**config.mk**
```make
export PLATFORM = sky130hd
export DESIGN_NAME = midi_cc_pickup_parameter_table_core
export DESIGN_NICKNAME = d
export VERILOG_FILES = /design/src/rtl/mcpt_pkg.sv /design/src/rtl/midi_cc_pickup_parameter_table_core.sv
export VERILOG_INCLUDE_DIRS = /design/src /design/src/rtl
export SDC_FILE = /design/constraint.sdc
export NUM_CORES = 1
export LEC_CHECK = 0
export BUFFER_PORTS_ARGS = -buffer_cell sky130_fd_sc_hd__clkbuf_2
export CAP_MARGIN = 40
export CORE_ASPECT_RATIO = 1.5
export CORE_MARGIN = 3
export CORE_UTILIZATION = 56
export DETAILED_ROUTE_END_ITERATION = 8
export PLACE_DENSITY = 0.84
export SYNTH_ARGS = -nofsm -noshare
export SYNTH_HDL_FRONTEND = slang
export SYNTH_SLANG_ARGS = --single-unit
```
**constraint.sdc**
```tcl
create_clock -name i_clk -period 9.3 [get_ports i_clk]
set_input_delay 1.395 -clock i_clk [delete_from_list [all_inputs] [get_ports i_clk]]
set_output_delay 1.395 -clock i_clk [all_outputs]
set_load 0.01 [all_outputs]
```
**src/rtl/midi_cc_pickup_parameter_table_core_macros.svh**
```systemverilog
// Assertion macros shared by the RTL of the controller pickup parameter table.
`ifndef MIDI_CC_PICKUP_PARAMETER_TABLE_CORE_MACROS_SVH
`define MIDI_CC_PICKUP_PARAMETER_TABLE_CORE_MACROS_SVH

// Same-cycle implication, disabled while reset is asserted.
`define MCPT_ASSERT_IMP(lbl, clk, rst_n, ante, cons, msg) \
    lbl: assert property (@(posedge clk) disable iff (!rst_n) (ante) |-> (cons)) \
        else $error(msg);

// Next-cycle implication, disabled while reset is asserted.
`define MCPT_ASSERT_NXT(lbl, clk, rst_n, ante, cons, msg) \
    lbl: assert property (@(posedge clk) disable iff (!rst_n) (ante) |=> (cons)) \
        else $error(msg);

`endif

```
**src/rtl/mcpt_pkg.sv**
```systemverilog
// Types, constants and conversion function of the controller pickup parameter table.
`default_nettype none
package mcpt_pkg;

    localparam int BANK_SIZE  = 8;
    localparam int FRAC_BITS  = 14;
    localparam int NUM_SLOTS  = 16;
    localparam int SLOT_W     = $clog2(NUM_SLOTS);
    localparam int VAL_W      = FRAC_BITS + 2;
    localparam int WIDE_W     = VAL_W + 1;
    localparam int THR_W      = FRAC_BITS + 1;
    localparam int CC_W       = 7;
    localparam int BANK_W     = 8;
    localparam int STATUS_W   = 8;
    localparam int CFG_W      = THR_W;
    localparam int CFG_IDX_W  = 2;

    localparam logic [STATUS_W-1:0] CC_STATUS     = STATUS_W'(176);
    localparam int                  CC_FULL_SCALE = 127;
    localparam int                  CC_HALF       = CC_FULL_SCALE / 2;

    localparam longint CC_QUOT     = (longint'(1) <<< FRAC_BITS) / CC_FULL_SCALE;
    localparam longint CC_REM      = (longint'(1) <<< FRAC_BITS) % CC_FULL_SCALE;
    localparam int     RECIP_SHIFT = 21;
    localparam longint CC_RECIP    = (longint'(1) <<< RECIP_SHIFT) / CC_FULL_SCALE + 1;

    localparam logic signed [VAL_W-1:0] UNIT_POS = VAL_W'(longint'(1) <<< FRAC_BITS);
    localparam logic signed [VAL_W-1:0] UNIT_NEG = -UNIT_POS;

    localparam logic [THR_W-1:0]  PICKUP_RST = THR_W'(573);
    localparam logic [THR_W-1:0]  DEADZONE_RST = THR_W'(131);
    localparam logic [CC_W-1:0]   BANK0_RST  = CC_W'(16);
    localparam logic [CC_W-1:0]   BANK1_RST  = CC_W'(120);

    localparam logic [SLOT_W-1:0] LAST_SLOT = SLOT_W'(NUM_SLOTS - 1);

    typedef enum logic [1:0] {
        REQ_MIDI   = 2'd0,
        REQ_SLIDER = 2'd1,
        REQ_FRAME  = 2'd2,
        REQ_RESET  = 2'd3
    } t_req;

    typedef enum logic [CFG_IDX_W-1:0] {
        CFG_PICKUP   = 2'd0,
        CFG_DEADZONE = 2'd1,
        CFG_BANK0    = 2'd2,
        CFG_BANK1    = 2'd3
    } t_cfg_idx;

    typedef enum logic [1:0] {
        ST_IDLE,
        ST_CC_LO,
        ST_CC_HI,
        ST_FRAME
    } t_state;

    typedef struct packed {
        logic [1:0]              req_type;
        logic [STATUS_W-1:0]     midi_status;
        logic [CC_W-1:0]         cc_number;
        logic [CC_W-1:0]         cc_value;
        logic [SLOT_W-1:0]       slot;
        logic signed [VAL_W-1:0] slider_value;
        logic                    midi_follow;
    } t_in_beat;

    typedef struct packed {
        logic [SLOT_W-1:0]       out_slot;
        logic signed [VAL_W-1:0] param_value;
        logic                    latched;
        logic                    last;
    } t_out_beat;

    // Maps a raw 7-bit controller value to (2v-127)/127 in fixed point, rounded to nearest.
    // The scaled magnitude splits into a whole quotient part and a small remainder part, and
    // the remainder part is divided by a reciprocal multiplication that is exact for its range.
    function automatic logic signed [VAL_W-1:0] cc_to_fixed(input logic [CC_W-1:0] v);
        longint k;
        longint a;
        longint t;
        longint m;
        k = 2 * longint'(v) - CC_FULL_SCALE;
        a = (k < 0) ? -k : k;
        t = a * CC_REM + CC_HALF;
        m = a * CC_QUOT + ((t * CC_RECIP) >>> RECIP_SHIFT);
        return (k < 0) ? VAL_W'(-m) : VAL_W'(m);
    endfunction

endpackage
`default_nettype wire

```
**src/rtl/midi_cc_pickup_parameter_table_core.sv**
```systemverilog
// Top level of the controller pickup parameter table: tables, sequencer and output stage.
//
// A control-change message is accepted and then makes at most one table write per bank, a
// slider write or a reset-all needs only the accept, and a frame update walks the sixteen
// slots one per cycle while the output side does not stall, holding off the input until the
// last slot is emitted. The controller and parameter tables are read synchronously once per
// slot, and the parameter table is written back for each slot that latches. Reset clears the
// tables at once through per-entry valid bits; no clearing pass is needed.
`default_nettype none
`include "midi_cc_pickup_parameter_table_core_macros.svh"
module midi_cc_pickup_parameter_table_core (
    input  wire logic                             i_clk,
    input  wire logic                             i_rst_n,
    input  wire logic                             i_in_valid,
    output      logic                             o_in_ready,
    input  wire mcpt_pkg::t_in_beat               i_in,
    output      logic                             o_out_valid,
    input  wire logic                             i_out_ready,
    output      mcpt_pkg::t_out_beat              o_out,
    input  wire logic                             i_cfg_we,
    input  wire logic [mcpt_pkg::CFG_IDX_W-1:0]   i_cfg_idx,
    input  wire logic [mcpt_pkg::CFG_W-1:0]       i_cfg_data
);
    import mcpt_pkg::*;

    t_state r_state, n_state;

    logic [THR_W-1:0] r_pickup_thr;
    logic [THR_W-1:0] r_deadzone;
    logic [CC_W-1:0]  r_bank0_base;
    logic [CC_W-1:0]  r_bank1_base;

    logic [CC_W-1:0]         r_cc_num;
    logic signed [VAL_W-1:0] r_cc_q;
    logic                    r_follow;
    logic [SLOT_W-1:0]       r_cal_slot;

    logic [NUM_SLOTS-1:0] r_ctrl_valid;
    logic [NUM_SLOTS-1:0] r_par_valid;
    logic [NUM_SLOTS-1:0] r_latch;

    logic signed [VAL_W-1:0] r_ctrl_mem [NUM_SLOTS];
    logic signed [VAL_W-1:0] r_par_mem  [NUM_SLOTS];
    logic signed [VAL_W-1:0] r_ctrl_q;
    logic signed [VAL_W-1:0] r_par_q;

    logic      r_out_valid;
    t_out_beat r_out;

    logic                    in_fire;
    logic                    can_emit;
    logic                    emit;
    logic [SLOT_W-1:0]       rd_addr;

    logic                    ctrl_we;
    logic [SLOT_W-1:0]       ctrl_waddr;
    logic                    par_we;
    logic [SLOT_W-1:0]       par_waddr;
    logic signed [VAL_W-1:0] par_wdata;

    logic [CC_W-1:0]         bank_base;
    logic [BANK_W-1:0]       bank_offset;
    logic [BANK_W-1:0]       bank_rel;
    logic [BANK_W-1:0]       bank_slot;

    logic signed [VAL_W-1:0]  slider_sat;

    logic signed [VAL_W-1:0]  cur_ctrl;
    logic signed [VAL_W-1:0]  cur_par;
    logic signed [WIDE_W-1:0] diff;
    logic [WIDE_W-1:0]        diff_mag;
    logic [WIDE_W-1:0]        ctrl_mag;
    logic                     new_latch;
    logic signed [VAL_W-1:0]  followed;
    logic signed [VAL_W-1:0]  slot_value;

    assign o_in_ready  = (r_state == ST_IDLE);
    assign in_fire     = i_in_valid && o_in_ready;
    assign can_emit    = !r_out_valid || i_out_ready;
    assign emit        = (r_state == ST_FRAME) && can_emit;
    assign o_out_valid = r_out_valid;
    assign o_out       = r_out;

    always_comb begin
        if (i_in.slider_value > UNIT_POS) begin
            slider_sat = UNIT_POS;
        end else if (i_in.slider_value < UNIT_NEG) begin
            slider_sat = UNIT_NEG;
        end else begin
            slider_sat = i_in.slider_value;
        end
    end

    always_comb begin
        if (r_state == ST_CC_HI) begin
            bank_base   = r_bank1_base;
            bank_offset = BANK_W'(BANK_SIZE);
        end else begin
            bank_base   = r_bank0_base;
            bank_offset = '0;
        end
        bank_rel  = {1'b0, r_cc_num} - {1'b0, bank_base};
        bank_slot = bank_rel + bank_offset;
    end

    assign cur_ctrl  = r_ctrl_valid[r_cal_slot] ? r_ctrl_q : '0;
    assign cur_par   = r_par_valid[r_cal_slot] ? r_par_q : '0;
    assign diff      = WIDE_W'(cur_ctrl) - WIDE_W'(cur_par);
    assign diff_mag  = diff[WIDE_W-1] ? WIDE_W'(-diff) : WIDE_W'(diff);
    assign ctrl_mag  = cur_ctrl[VAL_W-1] ? WIDE_W'(-WIDE_W'(cur_ctrl)) : WIDE_W'(cur_ctrl);
    assign new_latch = r_follow
                       && (r_latch[r_cal_slot] || (diff_mag < WIDE_W'(r_pickup_thr)));
    assign followed  = (ctrl_mag < WIDE_W'(r_deadzone)) ? '0 : cur_ctrl;
    assign slot_value = new_latch ? followed : cur_par;

    always_comb begin
        n_state    = r_state;
        rd_addr    = '0;
        ctrl_we    = 1'b0;
        ctrl_waddr = bank_slot[SLOT_W-1:0];
        par_we     = 1'b0;
        par_waddr  = i_in.slot;
        par_wdata  = slider_sat;
        unique case (r_state)
            ST_IDLE: begin
                if (in_fire) begin
                    unique case (t_req'(i_in.req_type))
                        REQ_MIDI: begin
                            if (i_in.midi_status == CC_STATUS) begin
                                n_state = ST_CC_LO;
                            end
                        end
                        REQ_SLIDER: begin
                            par_we = 1'b1;
                        end
                        REQ_FRAME: begin
                            n_state = ST_FRAME;
                        end
                        REQ_RESET: begin
                        end
                        default: begin
                        end
                    endcase
                end
            end
            ST_CC_LO, ST_CC_HI: begin
                ctrl_we = (r_cc_num >= bank_base) && (bank_rel < BANK_W'(BANK_SIZE))
                          && (bank_slot < BANK_W'(NUM_SLOTS));
                n_state = (r_state == ST_CC_LO) ? ST_CC_HI : ST_IDLE;
            end
            ST_FRAME: begin
                rd_addr   = r_cal_slot;
                par_waddr = r_cal_slot;
                par_wdata = followed;
                if (emit) begin
                    par_we = new_latch;
                    if (r_cal_slot == LAST_SLOT) begin
                        n_state = ST_IDLE;
                    end else begin
                        rd_addr = r_cal_slot + SLOT_W'(1);
                    end
                end
            end
            default: begin
                n_state = ST_IDLE;
            end
        endcase
    end

    always_ff @(posedge i_clk) begin
        if (!i_rst_n) begin
            r_state <= ST_IDLE;
        end else begin
            r_state <= n_state;
        end
    end

    always_ff @(posedge i_clk) begin
        if (ctrl_we) begin
            r_ctrl_mem[ctrl_waddr] <= r_cc_q;
        end
        r_ctrl_q <= r_ctrl_mem[rd_addr];
    end

    always_ff @(posedge i_clk) begin
        if (par_we) begin
            r_par_mem[par_waddr] <= par_wdata;
        end
        r_par_q <= r_par_mem[rd_addr];
    end

    always_ff @(posedge i_clk) begin
        if (!i_rst_n) begin
            r_pickup_thr <= PICKUP_RST;
            r_deadzone   <= DEADZONE_RST;
            r_bank0_base <= BANK0_RST;
            r_bank1_base <= BANK1_RST;
        end else if (i_cfg_we) begin
            unique case (t_cfg_idx'(i_cfg_idx))
                CFG_PICKUP:   r_pickup_thr <= i_cfg_data[THR_W-1:0];
                CFG_DEADZONE: r_deadzone   <= i_cfg_data[THR_W-1:0];
                CFG_BANK0:    r_bank0_base <= i_cfg_data[CC_W-1:0];
                CFG_BANK1:    r_bank1_base <= i_cfg_data[CC_W-1:0];
                default: begin
                end
            endcase
        end
    end

    always_ff @(posedge i_clk) begin
        if (in_fire) begin
            r_cc_num <= i_in.cc_number;
            r_cc_q   <= cc_to_fixed(i_in.cc_value);
        end
    end

    always_ff @(posedge i_clk) begin
        if (!i_rst_n) begin
            r_ctrl_valid <= '0;
            r_par_valid  <= '0;
            r_latch      <= '0;
            r_follow     <= 1'b0;
            r_cal_slot   <= '0;
        end else begin
            if (ctrl_we) begin
                r_ctrl_valid[ctrl_waddr] <= 1'b1;
            end
            if (par_we) begin
                r_par_valid[par_waddr] <= 1'b1;
            end
            if (in_fire && (i_in.req_type == REQ_RESET)) begin
                r_par_valid <= '0;
                r_latch     <= '0;
            end
            if (in_fire && (i_in.req_type == REQ_FRAME)) begin
                r_follow   <= i_in.midi_follow;
                r_cal_slot <= '0;
                if (!i_in.midi_follow) begin
                    r_latch <= '0;
                end
            end
            if (emit) begin
                r_latch[r_cal_slot] <= new_latch;
                r_cal_slot          <= r_cal_slot + SLOT_W'(1);
            end
        end
    end

    always_ff @(posedge i_clk) begin
        if (!i_rst_n) begin
            r_out_valid <= 1'b0;
        end else if (emit) begin
            r_out_valid <= 1'b1;
        end else if (i_out_ready) begin
            r_out_valid <= 1'b0;
        end
    end

    always_ff @(posedge i_clk) begin
        if (emit) begin
            r_out.out_slot    <= r_cal_slot;
            r_out.param_value <= slot_value;
            r_out.latched     <= new_latch;
            r_out.last        <= (r_cal_slot == LAST_SLOT);
        end
    end

    `MCPT_ASSERT_NXT(a_frame_start, i_clk, i_rst_n,
        in_fire && (i_in.req_type == REQ_FRAME),
        (r_state == ST_FRAME) && (r_cal_slot == '0), "frame did not start at slot zero")
    `MCPT_ASSERT_NXT(a_frame_end, i_clk, i_rst_n,
        emit && (r_cal_slot == LAST_SLOT), r_state == ST_IDLE, "frame did not end after last slot")
    `MCPT_ASSERT_NXT(a_release, i_clk, i_rst_n,
        in_fire && (i_in.req_type == REQ_FRAME) && !i_in.midi_follow,
        r_latch == '0, "latches not released by a frame without follow")
    `MCPT_ASSERT_IMP(a_last_slot, i_clk, i_rst_n,
        o_out_valid && o_out.last, o_out.out_slot == LAST_SLOT, "last flag on wrong slot")
    `MCPT_ASSERT_IMP(a_no_write_unlatched, i_clk, i_rst_n,
        (r_state == ST_FRAME) && !r_follow, !par_we, "parameter written without follow")

endmodule
`default_nettype wire
```
* After elaboration in Yosys (flattened, before gate mapping)
Memory sizes are Yosys's and may differ from the RTL's. A register that Yosys moved wholly into a read port is not among the register bits. Index checks and enable logic that the tools add are counted.
Storage, ports and cells: memory bits (writable) 512, register bits 145, memories 2, output and inout bits 24, logic and storage cells 145, bits of input ports 67
Memory list:
- r_ctrl_mem | words 16, bits a word 16, read ports 1, clocked after Yosys merged registers in 1, wr ports 1, line midi_cc_pickup_parameter_table_core.sv:42 | logic signed [VAL_W-1:0] r_ctrl_mem [NUM_SLOTS];
- r_par_mem | words 16, bits a word 16, read ports 1, clocked after Yosys merged registers in 1, wr ports 1, line midi_cc_pickup_parameter_table_core.sv:43 | logic signed [VAL_W-1:0] r_par_mem [NUM_SLOTS];
Operators by class: reduce and logical (&&, ||, !) cells 25, bitwise logic cells 3, $add $sub $neg 11, $lt $le $gt $ge 14, multiply operators 2, eq/ne operators 16, multiplexer cells 55
Operators by type and width (number):
- $mux W16 | 13
- $add A64 B7 Y64 const B | 1
- $mul A64 B15 Y36 const B | 1
- $mul A64 B9 Y16 const B | 1
- $mux W64 | 1
- $neg A9 Y64 | 1
- $lt A17 B15 Y1 | 2
- $mux W17 | 2
- $or A16 B16 Y16 | 2
- $mux W4 | 7
- $neg A16 Y17 | 1
- $neg A17 Y17 | 1
- $sub A16 B16 Y17 | 1
- $add A16 B16 Y16 | 1
- $bwmux W16 | 1
- $gt A16 B16 Y1 const B | 1
- $lt A16 B15 Y1 const B | 1
- $mux W1 | 16
- $neg A16 Y16 | 1
- $lt A4 B5 Y1 const B | 3
- $bmux W1 S4 | 3
- $demux W1 S4 | 3
- $eq A2 B2 Y1 const B | 6
- $ge A4 B1 Y1 const B | 3
- other kinds (29) | 53

* Depth between registers and ports, before layout
depth after elaboration 13, gate-level depth with buffers 34, mapped depth without buffers 29

* Worst setup path before layout
No wires, ideal clock.
path kind reg-to-reg, start point register r_cal_slot[1], end point memory r_par_mem[1][0] (netlist name), enable pin, period minus slack after synthesis 7829 ps, stages on the path, launching flop included 31, slack 1471 ps, setup time 409 ps, path buffers 4, data required time 8891 ps, arrival time 7420 ps, cell sequence dfxtp_1 > buf_6 > buf_6 > mux2_1 > mux4_2 > nand2_1 > nand2_1 > clkbuf_1 > nand2_1 > inv_1 > ha_1 > fa_1 > nand2b_1 > a211oi_1 > and4_1 > or4_1 > and3_1 > o22ai_2 > or4_4 > o31ai_1 > xnor2_1 > ha_1 > a21o_1 > a21o_1 > a211oi_1 > a21oi_1 > a2111oi_2 > a22o_4 > a22oi_4 > buf_6 > nor3_1
On the way: cells in the longest elaborated chain, start to end 13, elaborated cells between the ends (all ways) 19, classes of those cells add/sub (2); order compare (1); mux (14); reduce/logical (2)
RTL lines:
- start, declared | line midi_cc_pickup_parameter_table_core.sv:36 | logic [SLOT_W-1:0] r_cal_slot;
- start signal, assigned | line midi_cc_pickup_parameter_table_core.sv:244 | r_cal_slot <= r_cal_slot + SLOT_W'(1);
- $bmux W1 S4, on equally long branches | line midi_cc_pickup_parameter_table_core.sv:106, midi_cc_pickup_parameter_table_core.sv:107
- $mux W1, on equally long branches | line midi_cc_pickup_parameter_table_core.sv:106, midi_cc_pickup_parameter_table_core.sv:107
- $mux W16, on equally long branches | line midi_cc_pickup_parameter_table_core.sv:106, midi_cc_pickup_parameter_table_core.sv:107
- $sub A16 B16 Y17 | line midi_cc_pickup_parameter_table_core.sv:108 | assign diff = WIDE_W'(cur_ctrl) - WIDE_W'(cur_par);
- $neg A17 Y17 | line midi_cc_pickup_parameter_table_core.sv:109 | assign diff_mag = diff[WIDE_W-1] ? WIDE_W'(-diff) : WIDE_W'(diff);
- $mux W17 | line midi_cc_pickup_parameter_table_core.sv:109
- $lt A17 B15 Y1 | line midi_cc_pickup_parameter_table_core.sv:112 | && (r_latch[r_cal_slot] || (diff_mag < WIDE_W'(r_pickup_thr)));
- $logic_or A1 B1 Y1 | line midi_cc_pickup_parameter_table_core.sv:112
- $logic_and A1 B1 Y1 | line midi_cc_pickup_parameter_table_core.sv:112
- $mux W1 | line midi_cc_pickup_parameter_table_core.sv:155 | if (emit) begin
- $pmux W1 S2 | line midi_cc_pickup_parameter_table_core.sv:124 | unique case (r_state)
- $mux W1 | line midi_cc_pickup_parameter_table_core.sv:186 | if (par_we) begin
- $mux W1 (implied by the code) | line midi_cc_pickup_parameter_table_core.sv:187 | r_par_mem[par_waddr] <= par_wdata;
- end, declared | line midi_cc_pickup_parameter_table_core.sv:43
Parallel ways exist; a longest one is shown, timed or not. The select of a mux whose other input is x is not followed.

* Worst setup path after layout
start point register r_cal_slot[1], end point memory r_par_mem[13][5] (netlist name), enable pin
The elaborated chain is that of the path after synthesis.

==> results.txt <==
----------------------------------------------------
[Outcome]
  Run status ... completed

[STA]
  Worst path setup slack after routing ... 0.937 ns
  Final count of hold timing violations ... 0
  Final hold slack ... approximately 0.47 ns
  Crit share post-route ... 89.9%
  Worst Tran Pin Value ... about 1 ns
  Highest Clock Rate ... between 100 and 150 MHz
  Max-slew headroom ... 31.6%
  Number of failing setup endpoints in the final timing report ... 0
  Final max-slew violation count ... 0
  Post-layout minimum cycle time ... 8.36 ns
  Unrepaired setup endpoints after global routing ... false
  Setup total negative slack ... 0 ns
  Setup skew after layout ... between 0.05 and 0.06 ns

[Flow run]
  Max-capacitance violation count ... 0

[Setup path]
  Endpoint of the worst-slack reg-to-reg timing path ... r_par_mem[13][5]
  Cell depth of the worst flop-to-flop path ... 28
  FF-to-FF setup slack ... 0.94 ns
  WS Path Type ... register to register
  Buffer and inverter count on the worst path ... 4
  Slowest cell delay on critical path ... about 0.60 ns
  Critical path peak fanout ... 33
  CP arrival ... roughly 8.6 ns
  Required time of the critical path ... roughly 9.6 ns
  Cell at the slowest stage of the critical path ... sky130_fd_sc_hd__dfxtp_1
  Element type at the critical path start ... register
  Cell family with most CP delay ... compound AO/OA/AOI/OAI gates
  Element type at the critical path end ... register
  Reg2reg start ... r_cal_slot[1]

[Place]
  Placed Cells ... around 2,800
  Placed instance area ... ~32,000 sq um
  Detail Placement HPWL ... roughly 50,000 microns
  Count of buffers inserted at the top-level ports ... 90
  GP Congestion ... a little over 1
  Post-placement worst setup slack ... 1.09 ns

[Min path]
  HP Class ... register to register
  Hold-critical path depth ... 2
  Start point of the worst min-delay path ... r_pickup_thr[14]
  Hold Path End ... r_pickup_thr[14]

[Clock network]
  Post-cts resize count ... 0
  Number of H-tree levels ... 2
  Clock latency on the worst-skew pair ... 0.64 ns
  Clock slew at the register clock pins of the worst setup and hold paths ... roughly 0.070 ns
  CTS tree ... yes
  Count of buffers added by post-CTS timing repair for setup ... 0
  Cts-stage hold buffer count ... 0
  Buffer depth of the longest clock path ... 3
  Clock tree root driver cell ... sky130_fd_sc_hd__clkbuf_16
  Sink Count ... slightly below 700
  Number of buffers created by CTS ... 57

[Logic synthesis]
  Largest cells by area after synthesis ... sky130_fd_sc_hd__edfxtp_1 (56%), sky130_fd_sc_hd__mux4_2 (10%), sky130_fd_sc_hd__dfxtp_1 (8.8%)
  Mapped Cells ... around 2,100
  Biggest area consumer among synthesized cells ... sky130_fd_sc_hd__edfxtp_1
  Post-synth EDFFs ... ~560
  Share of flip-flops with an asynchronous set or reset ... 0%
  Mean cell area of the mapped netlist ... about 15 sq um
  Most used flip-flop cell after synthesis ... sky130_fd_sc_hd__edfxtp_1
  Warning count from the yosys run ... 0
  Net count of the mapped netlist ... roughly 2,200
  Share of the synthesized area in the top cell type ... a little under three fifths
  Synthesized flop and latch total ... around 700
  Post-synthesis cell area ... 30,000 sq um
  Synth unique cells ... 85
  Register area share after synthesis ... between 60% and 70%

[Global routing]
  Global router's overall resource usage ... 28.2%
  First-pass GRT wire length ... around 120,000 microns
  Met1 routing resource usage after global routing ... roughly a third
  Number of antenna violations at the first check in global routing ... 4
  Met2 track demand over resource in global routing ... a little under half
  Maximum number of pins on one net before global-route repair ... just over 100
  Overflow left after global routing ... 0
  Global routing's busiest layer ... met2
  Met3 layer usage reported by global route ... under 10%
  Via count of the first global-routing pass ... around 20,000

[Floorplan]
  Chip Width ... ~190 microns
  Core Area ... roughly 53,000 sq um
  Floorplan die height ... just under 300 microns
  Area enclosed by the die boundary ... 56,400 sq um
  Top Ports ... 91
  Initial core utilization ... around 57%
  Number of core rows ... around 100

[Pwr]
  Maximum VDD drop ... between 0.15 and 0.2 mV
  Leakage ... 11.8 nW
  P per Cell Area ... 192 nW/um^2
  Total design power ... roughly 6.4 mW

[Final layout]
  Fraction of final layout cells sized beyond drive strength 1 ... roughly a fifth
  Final nets ... between 2,000 and 2,500
  Multi-input gate area in the final layout ... a little over 10,000 sq um
  Most frequent cells in the layout ... sky130_fd_sc_hd__edfxtp_1 (557), sky130_fd_sc_hd__nand2_1 (219), sky130_fd_sc_hd__mux4_2 (135), sky130_fd_sc_hd__dfxtp_1 (132), sky130_fd_sc_hd__clkbuf_2 (90)
  Fin cells ... 2,889
  Cell area after layout ... ~34,000 sq um
  Area taken by flip-flops and latches ... approximately 19,000 sq um
  Filler Cells Inserted ... roughly 3,500
  Synthesis-to-layout area growth ... 11.9%
  Most common cell after layout, fill and taps aside ... sky130_fd_sc_hd__edfxtp_1
  Finished Core Util ... a little under two thirds

[Drt]
  Detail-routed via count per cell ... ~6.7
  DR iter-0 viols ... approximately 2,200
  Pre-antenna DRT Iters ... 7
  Overall via count from detail_route ... between 15,000 and 20,000
  Routed wirelength normalized by instance count ... roughly 28 microns
  Remaining antenna violation count ... 0
  DRC violations left ... 0
  Total wire length ... around 80,000 microns

----------------------------------------------------
-- state kept, by name, summed over array words and instances, names as in the netlist --
register      flops
r_ctrl_valid     16
o_out_valid       1
r_bank1_base      7
r_par_q          16
r_bank0_base      7
r_par_mem       256
r_ctrl_q         16
r_state           2
r_cal_slot        4
r_deadzone       15
r_ctrl_mem      256
r_cc_num          7
r_latch          16
o_out            22
r_cc_q           16
r_follow          1
r_pickup_thr     15
r_par_valid      16
-- how the worst max path moves through the flow --
stage	endpoint	cells after the start	startpoint	slack, ns
detailed placement	r_par_mem[6][10]	27	r_cal_slot[1]	1.09
CTS	r_par_mem[6][11]	27	r_cal_slot[1]	0.97
global placement	r_par_mem[6][11]	27	r_cal_slot[1]	1.61
finish	r_par_mem[13][5]	28	r_cal_slot[1]	0.94
global route	r_par_mem[0][3]	28	r_cal_slot[1]	0.48
floorplan	r_par_mem[1][0]	30	r_cal_slot[1]	1.47
-- cells by family (layout without fill, tap and decap cells) --
kind of cell,Yosys count,count (layout),share of synthesized area [%]
simple gates,539,539,8.60
mux,172,172,11.4
flops,689,689,64.6
fa+ha+maj,69,69,2.95
other cells,1,3,0.0125
compound gates,351,351,8.27
buf+inv,168,320,2.28
xor+xnor,64,64,1.89
-- cell usage after synthesis, drive strengths merged (38+ instances only) --
cell type and n:
o21ai 56, mux4 135, clkbuf 76, nand3 60, nor2 80, and2 55, a211oi 38, dfxtp 132
a31oi 45, a21oi 49, inv 59, edfxtp 557, ha 66, nand2 221
-- power by group --
| group | internal, mW | switching [mW] |
|---|---|---|
| Sequential | 3.41 | 0.0540 |
| Combinational | 0.150 | 0.284 |
| Clock | 1.39 | 1.15 |
| Total | 4.95 | 1.48 |
-- worst min-delay path, stage by stage, from the launching register on --
cell and delay, ns:
sky130_fd_sc_hd__dfxtp_1 0.31, sky130_fd_sc_hd__nand2_1 0.05, sky130_fd_sc_hd__a21boi_0 0.06
-- area by class of cell --
class                      count  share of cell area, %
multi-input combinational   1196                   30.2
clock buffer                  65                   4.40
tap                          682                   2.54
timing repair buffer         153                   2.87
clock inverter                42                   1.54
inverter                      60                  0.671
sequential                   689                   57.7
antenna                        2                 0.0149
-- per-layer routing --
layer  wire length (microns)  up-vias
li1                        -     8108
met5                      13        -
met3                    7450      379
met2                   39400     1432
met4                    5680        2
met1                   27200     9484
No activity file was read; power rests on OpenSTA's default activity.
